--- src/hw/rtl/vertex_attribute_normalizer_macros.svh ---
// Assertion helpers for the vertex attribute normalizer.
`ifndef VERTEX_ATTRIBUTE_NORMALIZER_MACROS_SVH
`define VERTEX_ATTRIBUTE_NORMALIZER_MACROS_SVH

// Property that must hold at the same edge.
`define VAN_ASSERT_NOW(lbl, clk, rst_n, a, b) \
    lbl: assert property (@(posedge clk) disable iff (!rst_n) (a) |-> (b)) \
        else $error("van check failed");

// Property that must hold at the next edge.
`define VAN_ASSERT_NEXT(lbl, clk, rst_n, a, b) \
    lbl: assert property (@(posedge clk) disable iff (!rst_n) (a) |=> (b)) \
        else $error("van check failed");

`endif

--- src/hw/rtl/van_pkg.sv ---
`timescale 1ns / 1ps
package van_pkg;
    localparam int INDEX_BITS = 24;
    localparam int LANES      = 4;
    localparam int MAG_W      = 65;   // 1 integer bit + 64 fraction bits
    localparam int LZ_W       = 7;

    localparam logic [2:0] FMT_S8  = 3'd0;
    localparam logic [2:0] FMT_U8  = 3'd1;
    localparam logic [2:0] FMT_S16 = 3'd2;
    localparam logic [2:0] FMT_U16 = 3'd3;
    localparam logic [2:0] FMT_S32 = 3'd4;
    localparam logic [2:0] FMT_U32 = 3'd5;
    localparam logic [2:0] FMT_F32 = 3'd6;

    localparam logic [2:0] KIND_POSITION = 3'd0;
    localparam logic [2:0] KIND_NORMAL   = 3'd1;
    localparam logic [2:0] KIND_TANGENT  = 3'd2;
    localparam logic [2:0] KIND_TEXCOORD = 3'd3;
    localparam logic [2:0] KIND_COLOR    = 3'd4;

    localparam logic [1:0] CFG_KIND   = 2'd0;
    localparam logic [1:0] CFG_FORMAT = 2'd1;
    localparam logic [1:0] CFG_STRIDE = 2'd2;

    typedef struct packed {
        logic en1;
        logic en2;
        logic en3;
    } t_pipe_ctl;

    // Leading zero count of the 65-bit magnitude (zero input is handled apart).
    function automatic logic [LZ_W-1:0] van_lzc(input logic [MAG_W-1:0] m);
        logic [LZ_W-1:0] lz;
        lz = '0;
        for (int i = 0; i < MAG_W; i++) begin
            if (m[i]) begin
                lz = LZ_W'(MAG_W - 1 - i);
            end
        end
        return lz;
    endfunction
endpackage

--- src/hw/rtl/van_in_if.sv ---
`timescale 1ns / 1ps
interface van_in_if import van_pkg::*; ();
    logic                  valid;
    logic                  ready;
    logic [INDEX_BITS-1:0] vertex_index;
    logic [31:0]           raw_comp0;
    logic [31:0]           raw_comp1;
    logic [31:0]           raw_comp2;
    logic [31:0]           raw_comp3;
    logic                  is_last;

    modport source (output valid, vertex_index, raw_comp0, raw_comp1, raw_comp2, raw_comp3,
                    is_last, input ready);
    modport sink (input valid, vertex_index, raw_comp0, raw_comp1, raw_comp2, raw_comp3,
                  is_last, output ready);
endinterface

--- src/hw/rtl/van_out_if.sv ---
`timescale 1ns / 1ps
interface van_out_if import van_pkg::*; ();
    logic                  valid;
    logic                  ready;
    logic [INDEX_BITS-1:0] out_vertex_index;
    logic [31:0]           source_offset;
    logic [31:0]           value0;
    logic [31:0]           value1;
    logic [31:0]           value2;
    logic [31:0]           value3;
    logic [2:0]            lanes_used;
    logic                  last_out;

    modport source (output valid, out_vertex_index, source_offset, value0, value1, value2,
                    value3, lanes_used, last_out, input ready);
    modport sink (input valid, out_vertex_index, source_offset, value0, value1, value2,
                  value3, lanes_used, last_out, output ready);
endinterface

--- src/hw/rtl/van_lane.sv ---
`timescale 1ns / 1ps
// One component lane: operand prep, leading zero count, normalize and round.
module van_lane import van_pkg::*; (
    input  logic        i_clk,
    input  t_pipe_ctl   i_ctl,
    input  logic [31:0] i_raw,
    input  logic [2:0]  i_fmt,
    input  logic        i_used,
    input  logic        i_flip,
    output logic [31:0] o_value
);
    // stage 1: magnitude as fixed point, exponent base, sign
    logic [16:0]      n_mag;
    logic [16:0]      n_den;
    logic             n_q0;
    logic [15:0]      n_rem;
    logic [32:0]      n_mag32;
    logic [69:0]      n_rep7;
    logic [63:0]      n_rep8;
    logic [74:0]      n_rep15;
    logic [63:0]      n_rep16;
    logic [MAG_W-1:0] n_m1;
    logic [7:0]       n_e1;
    logic             n_neg1;
    logic             n_pass1;
    logic [31:0]      n_pval1;

    logic [MAG_W-1:0] r_m1;
    logic [7:0]       r_e1;
    logic             r_neg1;
    logic             r_pass1;
    logic [31:0]      r_pval1;
    logic             r_flip1;

    always_comb begin
        n_mag   = '0;
        n_den   = 17'd127;
        n_neg1  = 1'b0;
        n_pass1 = 1'b0;
        n_e1    = 8'd127;
        n_mag32 = '0;
        unique case (i_fmt)
            FMT_S8: begin
                n_neg1 = i_raw[7];
                n_mag  = n_neg1 ? 17'(9'd256 - {1'b0, i_raw[7:0]}) : {9'd0, i_raw[7:0]};
                n_den  = 17'd127;
            end
            FMT_U8: begin
                n_mag = {9'd0, i_raw[7:0]};
                n_den = 17'd255;
            end
            FMT_S16: begin
                n_neg1 = i_raw[15];
                n_mag  = n_neg1 ? 17'(17'h10000 - {1'b0, i_raw[15:0]}) : {1'b0, i_raw[15:0]};
                n_den  = 17'd32767;
            end
            FMT_U16: begin
                n_mag = {1'b0, i_raw[15:0]};
                n_den = 17'd65535;
            end
            // top bit of the 65-bit field is magnitude bit 32: 2^32 / 2^31 = 2^1
            FMT_S32: begin
                n_neg1  = i_raw[31];
                n_mag32 = n_neg1 ? 33'(33'h100000000 - {1'b0, i_raw}) : {1'b0, i_raw};
                n_e1    = 8'd128;
            end
            // top bit is magnitude bit 32: 2^32 / 2^32 = 2^0
            FMT_U32: begin
                n_mag32 = {1'b0, i_raw};
                n_e1    = 8'd127;
            end
            default: n_pass1 = 1'b1;
        endcase

        // n / (2^k - 1) = q0 + fraction made of the k-bit remainder repeated
        n_q0    = (n_mag >= n_den);
        n_rem   = 16'(n_q0 ? n_mag - n_den : n_mag);
        n_rep7  = {10{n_rem[6:0]}};
        n_rep8  = {8{n_rem[7:0]}};
        n_rep15 = {5{n_rem[14:0]}};
        n_rep16 = {4{n_rem[15:0]}};

        unique case (i_fmt)
            FMT_S8:  n_m1 = {n_q0, n_rep7[69:6]};
            FMT_U8:  n_m1 = {n_q0, n_rep8};
            FMT_S16: n_m1 = {n_q0, n_rep15[74:11]};
            FMT_U16: n_m1 = {n_q0, n_rep16};
            default: n_m1 = {n_mag32, 32'd0};
        endcase

        if (!i_used) begin
            n_pass1 = 1'b1;
            n_pval1 = '0;
        end else begin
            n_pval1 = i_raw;
        end
    end

    always_ff @(posedge i_clk) begin
        if (i_ctl.en1) begin
            r_m1    <= n_m1;
            r_e1    <= n_e1;
            r_neg1  <= n_neg1;
            r_pass1 <= n_pass1;
            r_pval1 <= n_pval1;
            r_flip1 <= i_flip;
        end
    end

    // stage 2: leading zero count
    logic [MAG_W-1:0] r_m2;
    logic [LZ_W-1:0]  r_lz2;
    logic [7:0]       r_e2;
    logic             r_neg2;
    logic             r_pass2;
    logic [31:0]      r_pval2;
    logic             r_flip2;

    always_ff @(posedge i_clk) begin
        if (i_ctl.en2) begin
            r_m2    <= r_m1;
            r_lz2   <= van_lzc(r_m1);
            r_e2    <= r_e1;
            r_neg2  <= r_neg1;
            r_pass2 <= r_pass1;
            r_pval2 <= r_pval1;
            r_flip2 <= r_flip1;
        end
    end

    // stage 3: normalize, round to nearest even, pack
    logic [MAG_W-1:0] n_norm;
    logic             n_guard;
    logic             n_sticky;
    logic             n_up;
    logic [24:0]      n_sum;
    logic [22:0]      n_frac;
    logic [7:0]       n_exp;
    logic [31:0]      n_val3;
    logic [31:0]      r_val3;

    always_comb begin
        n_norm   = r_m2 << r_lz2;
        n_guard  = n_norm[40];
        n_sticky = |n_norm[39:0];
        n_up     = n_guard & (n_sticky | n_norm[41]);
        n_sum    = {1'b0, 1'b1, n_norm[63:41]} + {24'd0, n_up};
        n_frac   = n_sum[24] ? n_sum[23:1] : n_sum[22:0];
        n_exp    = r_e2 - 8'(r_lz2) + {7'd0, n_sum[24]};
        if (r_pass2) begin
            n_val3 = r_pval2;
        end else if (r_m2 == '0) begin
            n_val3 = '0;
        end else begin
            n_val3 = {r_neg2, n_exp, n_frac};
        end
        n_val3 = n_val3 ^ {r_flip2, 31'd0};
    end

    always_ff @(posedge i_clk) begin
        if (i_ctl.en3) begin
            r_val3 <= n_val3;
        end
    end

    assign o_value = r_val3;
endmodule

--- src/hw/rtl/vertex_attribute_normalizer.sv ---
`timescale 1ns / 1ps
// Vertex attribute normalizer: turns each item (a vertex index and four raw
// components) into four IEEE single values under the configured component
// format and attribute kind. Integer formats are divided by the format
// maximum (s32 by 2^31, u32 by 2^32) and rounded once to nearest even, with
// no clamping; float32 passes bit for bit; lanes past the attribute's
// component count read +0.0 and position z has its sign flipped. Each result
// also carries vertex_index * stride_bytes (mod 2^32). Three register stages
// (operand prep with the offset multiply, 65-bit leading zero count,
// normalize/round); one item is taken every cycle unless all stages are full
// and the output is stalled; stalls back up stage by stage, and empty stages
// are filled while the output waits. The user must write configuration through
// i_cfg_we/i_cfg_idx/i_cfg_data only while the block is idle (not enforced).
module vertex_attribute_normalizer import van_pkg::*; (
    input  logic       i_clk,
    input  logic       i_rst_n,
    input  logic       i_cfg_we,
    input  logic [1:0] i_cfg_idx,
    input  logic [7:0] i_cfg_data,
    van_in_if.sink     i_in,
    van_out_if.source  o_out
);
`include "vertex_attribute_normalizer_macros.svh"

    // config registers
    logic [2:0] r_kind;
    logic [2:0] r_fmt;
    logic [7:0] r_stride;

    always_ff @(posedge i_clk) begin
        if (!i_rst_n) begin
            r_kind   <= KIND_POSITION;
            r_fmt    <= FMT_F32;
            r_stride <= '0;
        end else if (i_cfg_we) begin
            unique case (i_cfg_idx)
                CFG_KIND:   r_kind   <= i_cfg_data[2:0];
                CFG_FORMAT: r_fmt    <= i_cfg_data[2:0];
                CFG_STRIDE: r_stride <= i_cfg_data;
                default: ;
            endcase
        end
    end

    // component count; unknown kinds act as color
    logic [2:0] n_lanes;
    always_comb begin
        unique case (r_kind)
            KIND_POSITION, KIND_NORMAL: n_lanes = 3'd3;
            KIND_TEXCOORD:              n_lanes = 3'd2;
            default:                    n_lanes = 3'd4;
        endcase
    end

    // stall chain: a stage moves when it is empty or the next one moves
    logic      r_v1, r_v2, r_v3;
    t_pipe_ctl ctl;

    assign ctl.en3    = !r_v3 || o_out.ready;
    assign ctl.en2    = !r_v2 || ctl.en3;
    assign ctl.en1    = !r_v1 || ctl.en2;
    assign i_in.ready = ctl.en1;

    always_ff @(posedge i_clk) begin
        if (!i_rst_n) begin
            r_v1 <= 1'b0;
            r_v2 <= 1'b0;
            r_v3 <= 1'b0;
        end else begin
            if (ctl.en1) r_v1 <= i_in.valid;
            if (ctl.en2) r_v2 <= r_v1;
            if (ctl.en3) r_v3 <= r_v2;
        end
    end

    // side payload: index, offset, lane count, last flag
    logic [INDEX_BITS-1:0] r_idx1, r_idx2, r_idx3;
    logic [31:0]           r_off1, r_off2, r_off3;
    logic [2:0]            r_lanes1, r_lanes2, r_lanes3;
    logic                  r_last1, r_last2, r_last3;
    logic [31:0]           n_off;

    assign n_off = 32'(i_in.vertex_index) * 32'(r_stride);

    always_ff @(posedge i_clk) begin
        if (ctl.en1) begin
            r_idx1   <= i_in.vertex_index;
            r_off1   <= n_off;
            r_lanes1 <= n_lanes;
            r_last1  <= i_in.is_last;
        end
        if (ctl.en2) begin
            r_idx2   <= r_idx1;
            r_off2   <= r_off1;
            r_lanes2 <= r_lanes1;
            r_last2  <= r_last1;
        end
        if (ctl.en3) begin
            r_idx3   <= r_idx2;
            r_off3   <= r_off2;
            r_lanes3 <= r_lanes2;
            r_last3  <= r_last2;
        end
    end

    // component lanes
    logic [31:0] raw  [LANES];
    logic [31:0] vals [LANES];

    assign raw[0] = i_in.raw_comp0;
    assign raw[1] = i_in.raw_comp1;
    assign raw[2] = i_in.raw_comp2;
    assign raw[3] = i_in.raw_comp3;

    for (genvar g = 0; g < LANES; g++) begin : g_lane
        van_lane u_lane (
            .i_clk   (i_clk),
            .i_ctl   (ctl),
            .i_raw   (raw[g]),
            .i_fmt   (r_fmt),
            .i_used  (3'(g) < n_lanes),
            .i_flip  ((g == 2) && (r_kind == KIND_POSITION)),
            .o_value (vals[g])
        );
    end

    assign o_out.valid            = r_v3;
    assign o_out.out_vertex_index = r_idx3;
    assign o_out.source_offset    = r_off3;
    assign o_out.value0           = vals[0];
    assign o_out.value1           = vals[1];
    assign o_out.value2           = vals[2];
    assign o_out.value3           = vals[3];
    assign o_out.lanes_used       = r_lanes3;
    assign o_out.last_out         = r_last3;

    // a refused input means every stage holds an item
    `VAN_ASSERT_NOW(a_full_on_stall, i_clk, i_rst_n, !i_in.ready, r_v1 && r_v2 && r_v3)
    // unused lanes read +0.0
    `VAN_ASSERT_NOW(a_two_lanes, i_clk, i_rst_n, r_v3 && (r_lanes3 == 3'd2), (vals[2] == 32'd0) && (vals[3] == 32'd0))
    `VAN_ASSERT_NOW(a_three_lanes, i_clk, i_rst_n, r_v3 && (r_lanes3 == 3'd3), vals[3] == 32'd0)
    // a waiting result does not disappear under a stall
    `VAN_ASSERT_NEXT(a_hold_valid, i_clk, i_rst_n, r_v2 && r_v3 && !o_out.ready, r_v3 && r_v2)
endmodule
--- src/flat_wrapper.sv ---
// flat-port wrapper written by rule: the top's interface ports become plain ports
module vertex_attribute_normalizer_flat import van_pkg::*;
  (i_clk, i_rst_n, i_cfg_we, i_cfg_idx, i_cfg_data, i_in_valid, i_in_vertex_index, i_in_raw_comp0, i_in_raw_comp1, i_in_raw_comp2, i_in_raw_comp3, i_in_is_last, i_in_ready, o_out_valid, o_out_out_vertex_index, o_out_source_offset, o_out_value0, o_out_value1, o_out_value2, o_out_value3, o_out_lanes_used, o_out_last_out, o_out_ready);
  van_in_if i_in_i ();
  van_out_if o_out_i ();
  input  logic i_clk;
  input  logic i_rst_n;
  input  logic i_cfg_we;
  input  logic [1:0] i_cfg_idx;
  input  logic [7:0] i_cfg_data;
  input wire logic [$bits(i_in_i.valid)-1:0] i_in_valid;
  input wire logic [$bits(i_in_i.vertex_index)-1:0] i_in_vertex_index;
  input wire logic [$bits(i_in_i.raw_comp0)-1:0] i_in_raw_comp0;
  input wire logic [$bits(i_in_i.raw_comp1)-1:0] i_in_raw_comp1;
  input wire logic [$bits(i_in_i.raw_comp2)-1:0] i_in_raw_comp2;
  input wire logic [$bits(i_in_i.raw_comp3)-1:0] i_in_raw_comp3;
  input wire logic [$bits(i_in_i.is_last)-1:0] i_in_is_last;
  output wire logic [$bits(i_in_i.ready)-1:0] i_in_ready;
  output wire logic [$bits(o_out_i.valid)-1:0] o_out_valid;
  output wire logic [$bits(o_out_i.out_vertex_index)-1:0] o_out_out_vertex_index;
  output wire logic [$bits(o_out_i.source_offset)-1:0] o_out_source_offset;
  output wire logic [$bits(o_out_i.value0)-1:0] o_out_value0;
  output wire logic [$bits(o_out_i.value1)-1:0] o_out_value1;
  output wire logic [$bits(o_out_i.value2)-1:0] o_out_value2;
  output wire logic [$bits(o_out_i.value3)-1:0] o_out_value3;
  output wire logic [$bits(o_out_i.lanes_used)-1:0] o_out_lanes_used;
  output wire logic [$bits(o_out_i.last_out)-1:0] o_out_last_out;
  input wire logic [$bits(o_out_i.ready)-1:0] o_out_ready;
  assign i_in_i.valid = i_in_valid;
  assign i_in_i.vertex_index = i_in_vertex_index;
  assign i_in_i.raw_comp0 = i_in_raw_comp0;
  assign i_in_i.raw_comp1 = i_in_raw_comp1;
  assign i_in_i.raw_comp2 = i_in_raw_comp2;
  assign i_in_i.raw_comp3 = i_in_raw_comp3;
  assign i_in_i.is_last = i_in_is_last;
  assign i_in_ready = i_in_i.ready;
  assign o_out_valid = o_out_i.valid;
  assign o_out_out_vertex_index = o_out_i.out_vertex_index;
  assign o_out_source_offset = o_out_i.source_offset;
  assign o_out_value0 = o_out_i.value0;
  assign o_out_value1 = o_out_i.value1;
  assign o_out_value2 = o_out_i.value2;
  assign o_out_value3 = o_out_i.value3;
  assign o_out_lanes_used = o_out_i.lanes_used;
  assign o_out_last_out = o_out_i.last_out;
  assign o_out_i.ready = o_out_ready;
  vertex_attribute_normalizer u_core (.i_clk(i_clk), .i_rst_n(i_rst_n), .i_cfg_we(i_cfg_we), .i_cfg_idx(i_cfg_idx), .i_cfg_data(i_cfg_data), .i_in(i_in_i), .o_out(o_out_i));
endmodule
--- config.mk ---
export PLATFORM = sky130hd
export DESIGN_NAME = vertex_attribute_normalizer_flat
export DESIGN_NICKNAME = d
export VERILOG_FILES = /design/src/hw/rtl/van_pkg.sv /design/src/hw/rtl/van_in_if.sv /design/src/hw/rtl/van_out_if.sv /design/src/hw/rtl/van_lane.sv /design/src/hw/rtl/vertex_attribute_normalizer.sv /design/src/flat_wrapper.sv
export VERILOG_INCLUDE_DIRS = /design/src /design/src/hw/rtl
export SDC_FILE = /design/constraint.sdc
export NUM_CORES = 2
export LEC_CHECK = 0
export BUFFER_PORTS_ARGS = -buffer_cell sky130_fd_sc_hd__clkbuf_2
export CORE_MARGIN = 4
export CORE_UTILIZATION = 45
export CTS_CLUSTER_DIAMETER = 30
export DETAILED_ROUTE_END_ITERATION = 7
export HOLD_SLACK_MARGIN = 0.1
export PLACE_DENSITY = 0.71
export SKIP_CTS_REPAIR_TIMING = 1
export SLEW_MARGIN = 30
export SYNTH_ARGS = -nofsm -noshare
export SYNTH_HDL_FRONTEND = slang
export SYNTH_HIERARCHICAL = 1
export SYNTH_SLANG_ARGS = --single-unit
--- constraint.sdc ---
create_clock -name i_clk -period 30.2 [get_ports i_clk]
set_input_delay 9.06 -clock i_clk [delete_from_list [all_inputs] [get_ports i_clk]]
set_output_delay 9.06 -clock i_clk [all_outputs]
set_load 0.02 [all_outputs]
==> out/qor.yml <==
fin_cells: 10200
post-route-period-util_pct: 65.78
synth_edf_count: 1152
drive_above_1_share_pct: 16.89
outcome: "complete, no violations"
synth-seq-cells: 1169
timing.final.ws_setup_ps: 10330
irDropWorstVdd_mv: 0.05444
place_area_um2: 84680
cts_made_buffers: 207
synth_ff_type: "edfxtp_1"
clkPwrFrac_pct: 37.7
grt_max_degree: 188
slew_headroom_pct: 31.03
fp.dieH_um: 432.8
crit_path_cell_trace: "clkbuf_2 -> nor2b_1 -> nand3_4 -> clkbuf_2"
rsz0062_at_grt: "false"
syn_area_per_cell_um2: 11.01
fp-row-count: 155
fmax_mhz: 50.33
wl_met3_um: 23030
crit_type: "in2out"
cts.clk_slew.worst_paths_ps: 50
grtUsageTotal_pct: 28.76
comb_power_share_pct: 31.5
drt-total-wl_um: 276400
finalClockSkew_ps: 59.59
worst_pin_slew_ps: 1035
p_per_area_nw_per_um2: 68.68
hpwl_um: 206200
ios: 358
synth_cells: 7372
die_x_um: 432.8
met1Wirelength_um: 111000
drt_iter0_drc: 8144
nNetsFinal: 8124
cp_slowest_cell: "nor2b_1"
yosysSeqAreaShare_pct: 43.02
place_ws_ps: 10320
fin_crit_ps: 19870
cp-start-kind: "input port"
cts-root-buf: "clkbuf_16"
switchingPower_w: 0.002185
maxUsedRoutingLayer: "met5"
cp.required_ps: 21140
grt.overflow.total: 0
cap_violations: 0
final_max_slew_viol_count: 0
cp_max_fo: 39
clock_latency_ps: 840
clk_path_buf_depth: 3
synthToLayoutAreaGrowth_pct: 13.46
firstDrtPassIters: 6
setup_tns_ps: 0
crit_arrival_ps: 10810
post_drt_via_cell_ratio: 6.471
ant_nets: 0
seq_power_share_pct: 30.8
setup_violations: 0
via_count: 66007
clock-sinks: 1169
wl_met2_um: 127800
p_int_w: 0.004143
grt_first_pass_wirelength_um: 411600
drc: 0
critPathCaptureType: "primary output"
core_um2: 179000
yosysWarnings: 6
die_area_um2: 187300
hold_class: "reg2reg"
grt_pass1_vias: 63757
final_cell_area_um2: 92130
cpPeakStageDelay_ps: 650
dp_cells: 9800
start_util_pct: 45.36
tritoncts: "built"
ys_async_sr_fraction_pct: 0
antenna_found_initial: 17
switching_share_pct: 34.53
htree_levels: 4
post_drt_wl_per_cell_um: 27.10
syn_area_um2: 81200
p_leak_nw: 37.83
port_buffers: 357
place_congestion: 1.010
cpMostUsedCell: "clkbuf_2"
ys_types: 132
hold_violations: 0
==> cell families after synthesis <==
kind of cell / share of synthesized area (%)
other: 0.009249
adder cells (fa/ha/maj): 5.880
AO/OA/AOI/OAI: 13.31
AND/OR/NAND/NOR: 17.02
multiplexers: 13.34
flip-flops: 43.02
XOR/XNOR: 3.553
buffers and inverters: 3.869
==> per-stage QoR <==
stage | utilization, % | hold slack, ps | total power, W
after floorplan | - | 400.3 | 0.003435
after global placement | 47.28 | 400.1 | 0.003909
after detailed placement | 47.31 | 404.5 | 0.003919
after CTS | 51.42 | 385.5 | 0.006321
after global routing | 51.46 | 400.1 | 0.006583
final | 51.47 | 383.2 | 0.006328
==> cell type report <==
type / instances / area (um2)
antenna: 7 / 17.52
sequential: 1169 / 34950
multi-input combinational: 5546 / 43260
tap: 2355 / 2947
clock inverter: 167 / 2061
clock buffer: 224 / 5296
timing repair buffer: 445 / 2511
fill: 15587 / 86880
inverter: 287 / 1085
==> registers in the layout (all words and copies together) (netlist names), 4 cells and up <==
register,count
u_core/g_lane.u_lane/r_e2,8
u_core/g_lane.u_lane/r_pval2,128
u_core/r_idx1,24
u_core/g_lane.u_lane/r_pval1,128
u_core/g_lane.u_lane/r_lz2,28
u_core/g_lane.u_lane/r_m1,260
u_core/o_out.source_offset,32
u_core/r_off2,32
u_core/g_lane.u_lane/r_neg1,4
u_core/o_out.out_vertex_index,24
u_core/g_lane.u_lane/r_m2,260
u_core/r_off1,32
u_core/g_lane.u_lane/r_e1,8
u_core/g_lane.u_lane/o_value,128
u_core/r_stride,8
u_core/g_lane.u_lane/r_flip2,4
u_core/g_lane.u_lane/r_pass1,4
u_core/g_lane.u_lane/r_flip1,4
u_core/g_lane.u_lane/r_neg2,4
u_core/r_idx2,24
u_core/g_lane.u_lane/r_pass2,4
==> per-layer routing <==
layer	global-route usage, %	up-vias
met5	0	-
met4	13.58	12
met3	4.768	683
met2	45.28	3746
met1	38.89	32492
li1	-	29074
==> layout by cell type (no fill, tap or decap), types with 79 or more instances in the layout <==
master	instances
clkbuf_16	209
ha_1	164
buf_4	80
mux2i_1	250
a22oi_1	96
nor2b_1	91
xor2_1	150
clkbuf_2	357
nand2b_1	79
inv_1	275
nand2_1	736
fa_1	136
edfxtp_1	1152
a21oi_1	273
nor3_1	190
xnor2_1	172
nand3_1	245
o21ai_0	218
nor2_1	490
mux4_2	224
nor4_1	148
nand4_1	103
mux2_2	156
and2_1	325
==> cell usage after synthesis (96+ instances only) <==
cell type | n | area share, %
inv_1 | 276 | 1.3
mux2_2 | 156 | 2.2
nor4_1 | 149 | 1.1
nand4_1 | 103 | 0.79
o21ai_0 | 218 | 1.3
xnor2_1 | 172 | 1.9
nor2_1 | 492 | 2.3
nor3_1 | 193 | 1.2
nand3_1 | 246 | 1.5
nand2_1 | 737 | 3.4
clkbuf_1 | 222 | 1.0
a21oi_1 | 274 | 1.7
ha_1 | 164 | 2.5
a22oi_1 | 96 | 0.89
and2_1 | 325 | 2.5
mux2i_1 | 250 | 3.1
xor2_1 | 150 | 1.6
fa_1 | 136 | 3.4
mux4_2 | 224 | 6.2
edfxtp_1 | 1152 | 43
==> worst max-delay path, delay by kind of cell <==
kind	cells	cell delay (ps)
simple gates	2	1300
buf+inv	2	430
==> final timing paths <==
| path | startpoint | to | slack (ps) | depth (start not counted) |
|---|---|---|---|---|
| max | o_out_ready | i_in_ready | 10330 | 4 |
| min reg2reg | u_core/g_lane[2].u_lane/r_pval1[16] | u_core/g_lane[2].u_lane/r_pval2[16] | 380 | 0 |
| min | u_core/g_lane[2].u_lane/r_pval1[16] | u_core/g_lane[2].u_lane/r_pval2[16] | 380 | 0 |
| max reg2reg | u_core/g_lane[3].u_lane/r_lz2[0] | u_core/g_lane[3].u_lane/o_value[29] | 22270 | 23 |
==> power by group through the flow <==
stage               registers (W)  clock network (W)  logic [W]
floorplan                 0.00199                  0    0.00145
global placement          0.00197                  0    0.00194
detailed placement        0.00198                  0    0.00194
CTS                       0.00195            0.00242    0.00195
global route              0.00196            0.00251    0.00212
finish                    0.00195            0.00239    0.00199
Note: power is estimated with default switching activity, not from simulation.
